$ cat src/design/arw_pkg.sv
// Package for the anti-replay window: operation codes, field widths
// and the reset value of the reject limit. No dependencies.
package arw_pkg;

	// field widths
	localparam int CNT_W    = 64;
	localparam int OP_W     = 2;
	localparam int WORD_W   = 64;
	localparam int WORD_LOG = 6;

	// operation codes carried on op
	localparam logic [OP_W-1:0] OP_CHECK  = 2'd0;
	localparam logic [OP_W-1:0] OP_RECORD = 2'd1;
	localparam logic [OP_W-1:0] OP_CLEAR  = 2'd2;

	// reject limit after reset
	localparam logic [CNT_W-1:0] REJECT_LIMIT_RST = 64'hFFFF_FFFF_FFFF_DFFF;

	typedef logic [CNT_W-1:0]  cnt_t;
	typedef logic [WORD_W-1:0] word_t;

endpackage

$ cat src/design/arw_sub_unit.sv
// Shared 64-bit subtractor with borrow out, used for every counter
// compare of the window. Depends on arw_pkg.
module arw_sub_unit (
	input  arw_pkg::cnt_t a,
	input  arw_pkg::cnt_t b,
	output arw_pkg::cnt_t diff,
	output logic          borrow
);
	import arw_pkg::*;

	logic [CNT_W:0] full;

	// a - b with the borrow in the top bit
	assign full   = {1'b0, a} - {1'b0, b};
	assign diff   = full[CNT_W-1:0];
	assign borrow = full[CNT_W];

endmodule

$ cat src/design/arw_mark_ram.sv
// Slot bitmap storage: one write port and one read port with registered
// read data, one 64-bit word per entry. Depends on arw_pkg.
module arw_mark_ram #(
	parameter int DEPTH = 32,
	parameter int AW    = 5
) (
	input  logic          clk,
	input  logic          we,
	input  logic [AW-1:0] waddr,
	input  arw_pkg::word_t wdata,
	input  logic [AW-1:0] raddr,
	output arw_pkg::word_t rdata
);
	import arw_pkg::*;

	word_t mem [0:DEPTH-1];

	// write port
	always_ff @(posedge clk) begin
		if (we) begin
			mem[waddr] <= wdata;
		end
	end

	// registered read port
	always_ff @(posedge clk) begin
		rdata <= mem[raddr];
	end

endmodule

$ cat src/design/anti_replay_window.sv
// Anti-replay window over a ring bitmap of WINDOW_BITS slots (a power of two,
// 64 to 65536), held as WINDOW_BITS/64 words in a single-port-write RAM.
// Depends on arw_pkg, arw_sub_unit and arw_mark_ram.
//
// An item is taken when start is high and busy is low. It passes the states
// CMP0, CMP1, CMP2 and CHK; its verdict, registered in CHK, appears on
// acceptable, marked by done, for one cycle; the receiver cannot stall it, so
// it must take every done beat. All 64-bit compares run one per cycle through
// a single shared subtractor, and the bitmap is touched one word per
// read-modify-write. A check ends after CHK; a record then marks its slot
// (MARK_RD, MARK_WR), first clearing each word the window slides over when it
// moves forward by less than WINDOW_BITS (SL_RD, SL_WR per word, at most
// WINDOW_BITS/64 + 1 words), or sweeping all WINDOW_BITS/64 words on the first
// record after reset or clear and on a jump of WINDOW_BITS or more. A clear
// item sweeps all words. Busy stays high until the item is through, and after
// reset while the block sweeps the bitmap. The user must write the reject
// limit through cfg_valid/cfg_data only while no item is in flight; the block
// does not enforce this. cfg_ready is always high.
module anti_replay_window #(
	parameter int WINDOW_BITS = 2048
) (
	input  logic                          clk,
	input  logic                          arst_n,
	input  logic                          start,
	output logic                          busy,
	input  logic [arw_pkg::OP_W-1:0]      op,
	input  arw_pkg::cnt_t                 counter,
	output logic                          done,
	output logic                          acceptable,
	input  logic                          cfg_valid,
	output logic                          cfg_ready,
	input  arw_pkg::cnt_t                 cfg_data
);
	import arw_pkg::*;

	localparam int LOGW = $clog2(WINDOW_BITS);
	localparam int NW   = WINDOW_BITS / WORD_W;
	localparam int AW   = (NW > 1) ? $clog2(NW) : 1;
	localparam int NB   = LOGW + 1;

	// sequencer states
	localparam logic [3:0] S_IDLE    = 4'd0;
	localparam logic [3:0] S_CMP0    = 4'd1;
	localparam logic [3:0] S_CMP1    = 4'd2;
	localparam logic [3:0] S_CMP2    = 4'd3;
	localparam logic [3:0] S_CHK     = 4'd4;
	localparam logic [3:0] S_SL_RD   = 4'd5;
	localparam logic [3:0] S_SL_WR   = 4'd6;
	localparam logic [3:0] S_MARK_RD = 4'd7;
	localparam logic [3:0] S_MARK_WR = 4'd8;
	localparam logic [3:0] S_SWEEP   = 4'd9;

	function automatic logic [AW-1:0] word_of(input logic [LOGW-1:0] s);
		return AW'(s >> WORD_LOG);
	endfunction

	logic [3:0]      state_q, state_d;
	logic [3:0]      sweep_ret_q;
	logic [AW-1:0]   swp_q;
	cnt_t            limit_q;
	cnt_t            high_q;
	logic            any_q;
	logic [OP_W-1:0] op_q;
	cnt_t            cnt_q;
	logic            lt_lim_q, gt_q, adv_big_q, far_q;
	logic [LOGW-1:0] adv_lo_q;
	logic [LOGW-1:0] cur_q;
	logic [LOGW-1:0] rem_q;
	logic            done_q, acc_q;

	cnt_t            sub_a, sub_b, sub_diff;
	logic            sub_borrow;
	logic            we;
	logic [AW-1:0]   waddr, raddr;
	word_t           wdata, rdata;
	logic [LOGW-1:0] cnt_slot;
	logic            slot_bit, ok;
	logic [NB-1:0]   room, rem_ext, chunk;
	word_t           clr_mask;
	logic            slide_last;

	assign cnt_slot  = cnt_q[LOGW-1:0];
	assign busy      = (state_q != S_IDLE);
	assign cfg_ready = 1'b1;
	assign done      = done_q;
	assign acceptable = acc_q;

	// shared subtractor, operands picked by the sequencer
	always_comb begin
		sub_a = cnt_q;
		sub_b = high_q;
		unique case (state_q)
			S_CMP0: sub_b = limit_q;
			S_CMP2: begin
				sub_a = high_q;
				sub_b = cnt_q;
			end
			default: ;
		endcase
	end

	arw_sub_unit u_sub (
		.a      (sub_a),
		.b      (sub_b),
		.diff   (sub_diff),
		.borrow (sub_borrow)
	);

	// slide chunk: bits from cur_q up to the end of its word or the end of the run
	assign room       = NB'(WORD_W) - NB'(cur_q[WORD_LOG-1:0]);
	assign rem_ext    = NB'(rem_q);
	assign chunk      = (rem_ext < room) ? rem_ext : room;
	assign clr_mask   = (~({WORD_W{1'b1}} << chunk)) << cur_q[WORD_LOG-1:0];
	assign slide_last = (rem_ext == chunk);

	// verdict from the compare flags and the slot bit
	assign slot_bit = rdata[cnt_q[WORD_LOG-1:0]];
	assign ok = ((op_q == OP_CHECK) || (op_q == OP_RECORD)) && lt_lim_q &&
		(!any_q || gt_q || (!far_q && !slot_bit));

	// bitmap port selection
	always_comb begin
		we    = 1'b0;
		waddr = word_of(cnt_slot);
		wdata = '0;
		raddr = (state_q == S_SL_RD) ? word_of(cur_q) : word_of(cnt_slot);
		unique case (state_q)
			S_SWEEP: begin
				we    = 1'b1;
				waddr = swp_q;
			end
			S_SL_WR: begin
				we    = 1'b1;
				waddr = word_of(cur_q);
				wdata = rdata & ~clr_mask;
			end
			S_MARK_WR: begin
				we    = 1'b1;
				wdata = rdata | (word_t'(1) << cnt_q[WORD_LOG-1:0]);
			end
			default: ;
		endcase
	end

	arw_mark_ram #(
		.DEPTH (NW),
		.AW    (AW)
	) u_ram (
		.clk   (clk),
		.we    (we),
		.waddr (waddr),
		.wdata (wdata),
		.raddr (raddr),
		.rdata (rdata)
	);

	// next state
	always_comb begin
		state_d = state_q;
		unique case (state_q)
			S_IDLE:    if (start) state_d = S_CMP0;
			S_CMP0:    state_d = S_CMP1;
			S_CMP1:    state_d = S_CMP2;
			S_CMP2:    state_d = S_CHK;
			S_CHK: begin
				case (op_q)
					OP_CLEAR: state_d = S_SWEEP;
					OP_RECORD: begin
						if (!any_q || (gt_q && adv_big_q)) state_d = S_SWEEP;
						else if (gt_q) state_d = S_SL_RD;
						else state_d = S_MARK_RD;
					end
					default: state_d = S_IDLE;
				endcase
			end
			S_SL_RD:   state_d = S_SL_WR;
			S_SL_WR:   state_d = slide_last ? S_MARK_RD : S_SL_RD;
			S_MARK_RD: state_d = S_MARK_WR;
			S_MARK_WR: state_d = S_IDLE;
			S_SWEEP:   if (swp_q == AW'(NW - 1)) state_d = sweep_ret_q;
			default:   state_d = S_IDLE;
		endcase
	end

	// control registers
	always_ff @(posedge clk or negedge arst_n) begin
		if (!arst_n) begin
			state_q     <= S_SWEEP;
			sweep_ret_q <= S_IDLE;
			swp_q       <= '0;
			limit_q     <= REJECT_LIMIT_RST;
			high_q      <= '0;
			any_q       <= 1'b0;
			done_q      <= 1'b0;
		end else begin
			state_q <= state_d;
			done_q  <= (state_q == S_CHK);
			if (cfg_valid && cfg_ready) begin
				limit_q <= cfg_data;
			end
			if (state_q == S_SWEEP) begin
				swp_q <= (swp_q == AW'(NW - 1)) ? '0 : swp_q + AW'(1);
			end
			if (state_q == S_CHK) begin
				case (op_q)
					OP_CLEAR: begin
						high_q      <= '0;
						any_q       <= 1'b0;
						sweep_ret_q <= S_IDLE;
					end
					OP_RECORD: begin
						sweep_ret_q <= S_MARK_RD;
						if (!any_q || gt_q) begin
							high_q <= cnt_q;
						end
						any_q <= 1'b1;
					end
					default: ;
				endcase
			end
		end
	end

	// item payload, compare flags and slide pointers
	always_ff @(posedge clk) begin
		if (start && !busy) begin
			op_q  <= op;
			cnt_q <= counter;
		end
		unique case (state_q)
			S_CMP0: lt_lim_q <= sub_borrow;
			S_CMP1: begin
				gt_q      <= !sub_borrow && (|sub_diff);
				adv_big_q <= |sub_diff[CNT_W-1:LOGW];
				adv_lo_q  <= sub_diff[LOGW-1:0];
			end
			S_CMP2: far_q <= |sub_diff[CNT_W-1:LOGW];
			S_CHK: begin
				acc_q <= ok;
				cur_q <= high_q[LOGW-1:0] + LOGW'(1);
				rem_q <= adv_lo_q;
			end
			S_SL_WR: begin
				cur_q <= cur_q + LOGW'(chunk);
				rem_q <= rem_q - LOGW'(chunk);
			end
			default: ;
		endcase
	end

	// the strobe only follows a verdict cycle
	a_done_after_chk: assert property (@(posedge clk) disable iff (!arst_n)
		done |-> $past(state_q == S_CHK))
		else $error("done without a verdict cycle");

	// results never come on consecutive cycles
	a_done_single: assert property (@(posedge clk) disable iff (!arst_n)
		done |=> !done)
		else $error("done held for two cycles");

	// a slide never runs out of slots to clear
	a_slide_rem: assert property (@(posedge clk) disable iff (!arst_n)
		(state_q == S_SL_RD) |-> (rem_q != '0))
		else $error("slide with nothing left to clear");

	// marking a slot only happens once the window holds a record
	a_mark_recorded: assert property (@(posedge clk) disable iff (!arst_n)
		(state_q == S_MARK_WR) |-> any_q)
		else $error("slot marked before any record");

endmodule

$ cat config.mk
export PLATFORM = sky130hd
export DESIGN_NAME = anti_replay_window
export DESIGN_NICKNAME = d
export VERILOG_FILES = /design/src/design/arw_pkg.sv /design/src/design/arw_sub_unit.sv /design/src/design/arw_mark_ram.sv /design/src/design/anti_replay_window.sv
export SDC_FILE = /design/constraint.sdc
export NUM_CORES = 2
export LEC_CHECK = 0
export ABC_AREA = 1
export BUFFER_PORTS_ARGS = -buffer_cell sky130_fd_sc_hd__buf_2
export CORE_UTILIZATION = 57
export CTS_CLUSTER_DIAMETER = 60
export DETAILED_ROUTE_END_ITERATION = 10
export PLACE_DENSITY = 0.76
export SYNTH_ARGS = -nofsm -noshare
export SYNTH_HDL_FRONTEND = slang
export SYNTH_HIERARCHICAL = 1
export SYNTH_SLANG_ARGS = --single-unit
$ cat constraint.sdc
create_clock -name clk -period 5.3 [get_ports clk]
set_input_delay 1.06 -clock clk [delete_from_list [all_inputs] [get_ports clk]]
set_output_delay 1.06 -clock clk [all_outputs]
set_load 0.01 [all_outputs]
* Yosys cells after proc, flatten, opt, wreduce, memory -nomap -nowiden
Memory sizes are Yosys's and may differ from the RTL's. A register that Yosys moved wholly into a read port is not among the register bits. Cells that the tools add are included.
Word-level totals: bits in registers 247, word-level logic and storage cells 100, output and inout port bits 4, memories kept 1, memory bits (writable) 2048, input port bits 134
Cells by class: bitwise gates (word level) 4, $lt $le $gt $ge 2, reductions and logical operators 26, multiplexer cells 25, add/sub/neg operators 6, shift operators 3, equal/unequal tests 16
Memory list:
- u_ram.mem | depth 32, bits a word 64, read ports 1, clocked after memory_dff 1, wr ports 1, RTL line arw_mark_ram.sv:16 | word_t mem [0:DEPTH-1];
Operators with widths (number):
- $pmux 64 s2 | 3
- $mux 64 | 2
- $not 64->64 | 2
- $sub 64x64->65 | 1
- $and 64x64->64 | 1
- $or 64x64->64 | 1
- $reduce_or 64->1 | 1
- $shl 1x6->64 const A | 1
- $shl 64x12->64 const A | 1
- $shl 64x6->64 | 1
- $reduce_or 53->1 | 1
- $pmux 11 s2 | 2
- $pmux 4 s9 | 1
- $eq 4x3->1 const B | 4
- $pmux 4 s2 | 2
- $eq 11x12->1 | 1
- $lt 11x12->1 | 1
- $mux 12 | 1
- $mux 4 | 3
- $add 11x1->11 const B | 1
- $add 11x11->11 | 1
- $sub 11x11->11 | 1
- $mux 5 | 2
- $pmux 5 s2 | 1
- 25 further kinds | 46

* Longest topological paths before layout
word-level depth 9, gate-level depth with buffers 32, gate-level depth less buffers 29

* Cells and area by module
Netlist, hierarchy kept.
By module, submodules not included:
- arw_mark_ram | area an instance 82990.8 µm², sequential area each 62780.2 µm², times used 1, cells each 6768
- anti_replay_window | area an instance 19242.2 µm², sequential area each 6682.7 µm², times used 1, cells each 2806
- arw_sub_unit | area an instance 6276.0 µm², sequential area each 0.0 µm², times used 1, cells each 1371

* Worst setup path after synthesis
No wires, ideal clock.
path type register to register, start point register cur_q[1], end point memory u_ram/mem[0][6] (netlist bit) (data pin), arrival time 4803 ps, clock period less this slack 5270 ps, library setup time 467 ps, data required time 4833 ps, path slack 30 ps, buffers on the path 4, cell stages (with the launch flop) 23, path through edfxtp_1 -> buf_4 -> inv_2 -> clkbuf_1 -> ha_1 -> nand3_1 -> nor3_1 -> inv_1 -> ha_1 -> or2_1 -> nor3_4 -> buf_6 -> nand3b_4 -> nand2_4 -> buf_12 -> nand2_4 -> nor2_8 -> nand3_2 -> nand3_1 -> nand3_1 -> nand3_1 -> nor3_1 -> o31ai_1
Between the ends: word-level cells in the longest chain between the ends 9
Ends and longest elaborated chain:
- from (decl) | RTL line anti_replay_window.sv:67 | logic [LOGW-1:0] cur_q;
- from (signal assigned) | RTL line anti_replay_window.sv:240 | cur_q <= high_q[LOGW-1:0] + LOGW'(1);
- from (signal assigned) | RTL line anti_replay_window.sv:244 | cur_q <= cur_q + LOGW'(chunk);
- $sub 7x6->8 | RTL line anti_replay_window.sv:110 | assign room = NB'(WORD_W) - NB'(cur_q[WORD_LOG-1:0]);
- $lt 11x12->1 | RTL line anti_replay_window.sv:112 | assign chunk = (rem_ext < room) ? rem_ext : room;
- $mux 12 | RTL line anti_replay_window.sv:112
- $shl 64x12->64 | RTL line anti_replay_window.sv:113 | assign clr_mask = (~({WORD_W{1'b1}} << chunk)) << cur_q[WORD_LOG-1:0];
- $not 64->64 | RTL line anti_replay_window.sv:113
- $shl 64x6->64 * | RTL line anti_replay_window.sv:113
- $not 64->64 * | RTL line anti_replay_window.sv:135 | wdata = rdata & ~clr_mask;
- $and 64x64->64 * | RTL line anti_replay_window.sv:135
- $pmux 64 s2 * | RTL line anti_replay_window.sv:127 | unique case (state_q)
- named net wdata[6] | RTL line anti_replay_window.sv:75 | word_t wdata, rdata;
- to (decl) | RTL line arw_mark_ram.sv:16
The timed path passes the listed nets; every way through them passes the cells marked *.

* Worst setup path after layout
start point register cur_q[0], end point memory u_ram/mem[3][56] (netlist bit) (data pin)
The elaborated chain is that of the path after synthesis.

==> flow_summary.toml <==
[die]
die_height_um = 438
die_area_um2 = 192000
start_util = 0.576
top_level_ports = 138
core_um2 = 188000
die_width_um = 438
num_rows = 159

[grt]
grt_max_degree = 212
grt_util_all_layers = 0.362
grt_pass1_wl_um = 515000
antenna_found_initial = 10
grt_remaining_overflow = 0
grt_pass1_vias = 79400

[cts]
clk_pin_slew_worst_paths_ps = 60
cts_tree = "built"
clk_latency_ps = 930
root_buffer = "clkbuf_16"
cts_buffer_depth = 3
cts_hold_buf = 0
cts.sinks = 2355
numCtsBuffers = 230
htreeDepth = 4

[power]
combPwrFrac = 0.384
switching_share = 0.403
internal_power_uw = 37800
p_leak_uw = 0.0485
netSwitchingPower_uw = 25500
vdd_drop_max_v = 0.000529
clockPowerShare = 0.263
power.share.sequential = 0.353
power_density_nw_per_um2 = 522
power.total_uw = 63300

[detailed_routing]
wl_per_cell_um = 25.8
num_vias = 84700
totalWireLength_um = 354000
post-route-drc-count = 0
drt_first_pass_iters = 7
vias_per_cell = 6.18
antenna_left = 0
first_iter_violations = 11700

[critical_path]
slowest_delay_ps = 400
cp_slowest_cell = "edfxtp_1"
required_ps = 6010
worstRegToRegCells = 24
timing.critical_path.depth = 24
cp-end-kind = "register"
worstSetupPathType = "reg -> reg"
crit_buf_inv = 5
crit_path_max_fanout = 32
cp_common_cell = "nand3_1"
cp-start-kind = "register"
arrival_ps = 5810
cp_top_family = "simple AND/OR/NAND/NOR gates"
crit_path_cell_trace = "inv_2 -> ha_1 -> nand3_1 -> nor3_2 -> inv_1 -> ha_1 -> or2_1 -> nor3_4 -> buf_4 -> nand3b_1 -> nand2_4 -> nand2_4 -> nand2_2 -> clkinvlp_4 -> nand2_1 -> nand3_1 -> nand3_1 -> o21ai_1 -> nand2_1 -> nand3_1 -> nand3_1 -> nand2_1 -> nand2_1 -> buf_4"

[logic_synthesis]
synthCells = 10900
ys_seq_area_frac = 0.640
yosys_warnings = 6
async_flop_share = 0.0590
synthFlopType = "edfxtp_1"
synth_cell_types = 66
synth.avg_cell_area_um2 = 9.91
synth_area_leader_cell = "edfxtp_1"
synth_area_leaders = "edfxtp_1 (60%), nand2_1 (13%), nand3_1 (11%)"
yosysTopAreaCellShare = 0.596
synth_seq_cells = 2355
synth_area_um2 = 109000
synth_edf_count = 2152

[sta]
fmax_mhz = 196
setup_violations = 0
fin_hold_ws_ps = 135
setup-tns-final_ps = 0
finClkSkew_ps = 126
maxSlewViolCount = 0
min_period_ps = 5100
worst_pin_slew_ps = 1450
finalCritPeriodShare = 0.962
slew_headroom = 0.0280
finalHoldViolCount = 0

[cells_and_area]
nets = 11200
drive_gt1_frac = 0.0954
final_cell_mix = "nand2_1 (3671), nand3_1 (2419), edfxtp_1 (2152)"
utilization = 0.643
layout_commonest_cell = "nand2_1"
syn2layout_area_growth_pct = 11.6
stdcell_count = 13700

[min_path]
hold_class = "in -> async"

[status]
status = "finished clean"

[placed_design]
detailed_place_hpwl_um = 211000
routabilityCongestion = 1.03
io_buffers = 136
placed_cells = 13200

[run]
maxCapViolCount = 0
## through the flow
step	worst slack [ps]	instance area (um2)
2_1_floorplan	29.8	109000
6_report	201	121000
3_3_place_gp	292	113000
3_5_place_dp	303	113000
5_1_grt	-6.20	121000
4_1_cts	276	121000
## state kept, by name, summed over array words and instances, names as in the netlist, 11 cells and up
register / count
rem_q: 11
cnt_q: 64
u_ram/mem: 2048
u_ram/rdata: 64
high_q: 64
limit_q: 64
adv_lo_q: 11
cur_q: 11
## Yosys cell counts, types with 4 or more instances
cell type  count
xor2_1        38
nand2_1     3673
o31ai_1        4
nand4_1       39
o21bai_1       5
dfstp_2       65
buf_2        332
ha_1          94
dfrtp_1       74
nand3_1     2420
buf_1         67
or4_1          4
nor3_1        35
nand2_2       37
a21oi_1       80
edfxtp_1    2152
inv_2         15
buf_6          9
o21ai_0      233
nor2_2        27
nor3_2         4
inv_1        719
dfxtp_1       64
o221ai_1      70
nand3_2       15
a221oi_1       7
o21ai_1       15
buf_4         43
o211ai_1       7
clkbuf_1     179
o311ai_0       4
nand2_4       13
nor4_1        13
nor2_4         7
xnor2_1        7
a31oi_1        7
o22ai_1       81
nor2_1       238
## layout make-up
| cell class | instances | area [um2] |
|---|---|---|
| diodes | 7 | 17.5 |
| clock buffers | 289 | 6120 |
| clock inverters | 148 | 1670 |
| fillers | 14400 | 67300 |
| inverters | 738 | 2820 |
| multi-input cells | 7220 | 33600 |
| flip-flops and latches | 2355 | 69500 |
| well taps | 2495 | 3120 |
| repair buffers | 445 | 4290 |
## logic make-up (layout without fill, tap and decap cells)
| logic type | Yosys count | after routing | synth area share |
|---|---|---|---|
| DFF | 2355 | 2355 | 0.640 |
| adders and majority gates | 97 | 97 | 0.0114 |
| other | 2 | 11 | 0.0000692 |
| AOI/OAI and AO/OA | 529 | 529 | 0.0291 |
| xor gates and xnor gates | 45 | 45 | 0.00363 |
| buffers and inverters | 1372 | 1620 | 0.0538 |
| and+or+nand+nor | 6545 | 6545 | 0.262 |
## worst paths after layout
| path | endpoint | slack (ps) | start |
|---|---|---|---|
| min in group clk | cnt_q[46] | 370 | counter[46] |
| max in group asynchronous | swp_q[0] | 4050 | arst_n |
| hold / removal | high_q[21] | 130 | arst_n |
| hold reg to reg | limit_q[37] | 490 | limit_q[37] |
| setup / recovery | u_ram/mem[3][56] | 200 | cur_q[0] |
| setup reg to reg | u_ram/mem[3][56] | 200 | cur_q[0] |
## timing repair
action / 4_1_cts / 5_1_grt
buffers inserted: 0 / 9
resized for setup: 0 / 8
endpoints found under the setup margin: 0 / 624
## layer usage
metal,share of wire,global-route usage
met4,0.046,0.146
met3,0.12,0.0685
met5,0.000037,0
met2,0.45,0.553
met1,0.39,0.514
## power groups by stage
stage / combinational, uW / sequential (uW) / clock (uW)
after floorplan: 15900 / 22300 / 0
after global placement: 23600 / 22600 / 0
after detailed placement: 23700 / 22700 / 0
after CTS: 23900 / 22300 / 16700
after global routing: 26400 / 22400 / 17400
final: 24300 / 22300 / 16600
## worst reg2reg max path, delay by kind of cell, from the launching register on
kind,cells,cell delay [ps]
DFF,1,400
and+or+nand+nor,16,2940
AOI/OAI and AO/OA,1,100
buffers and inverters,5,1050
adders and majority gates,2,370
(Power assumes the default switching activity.)
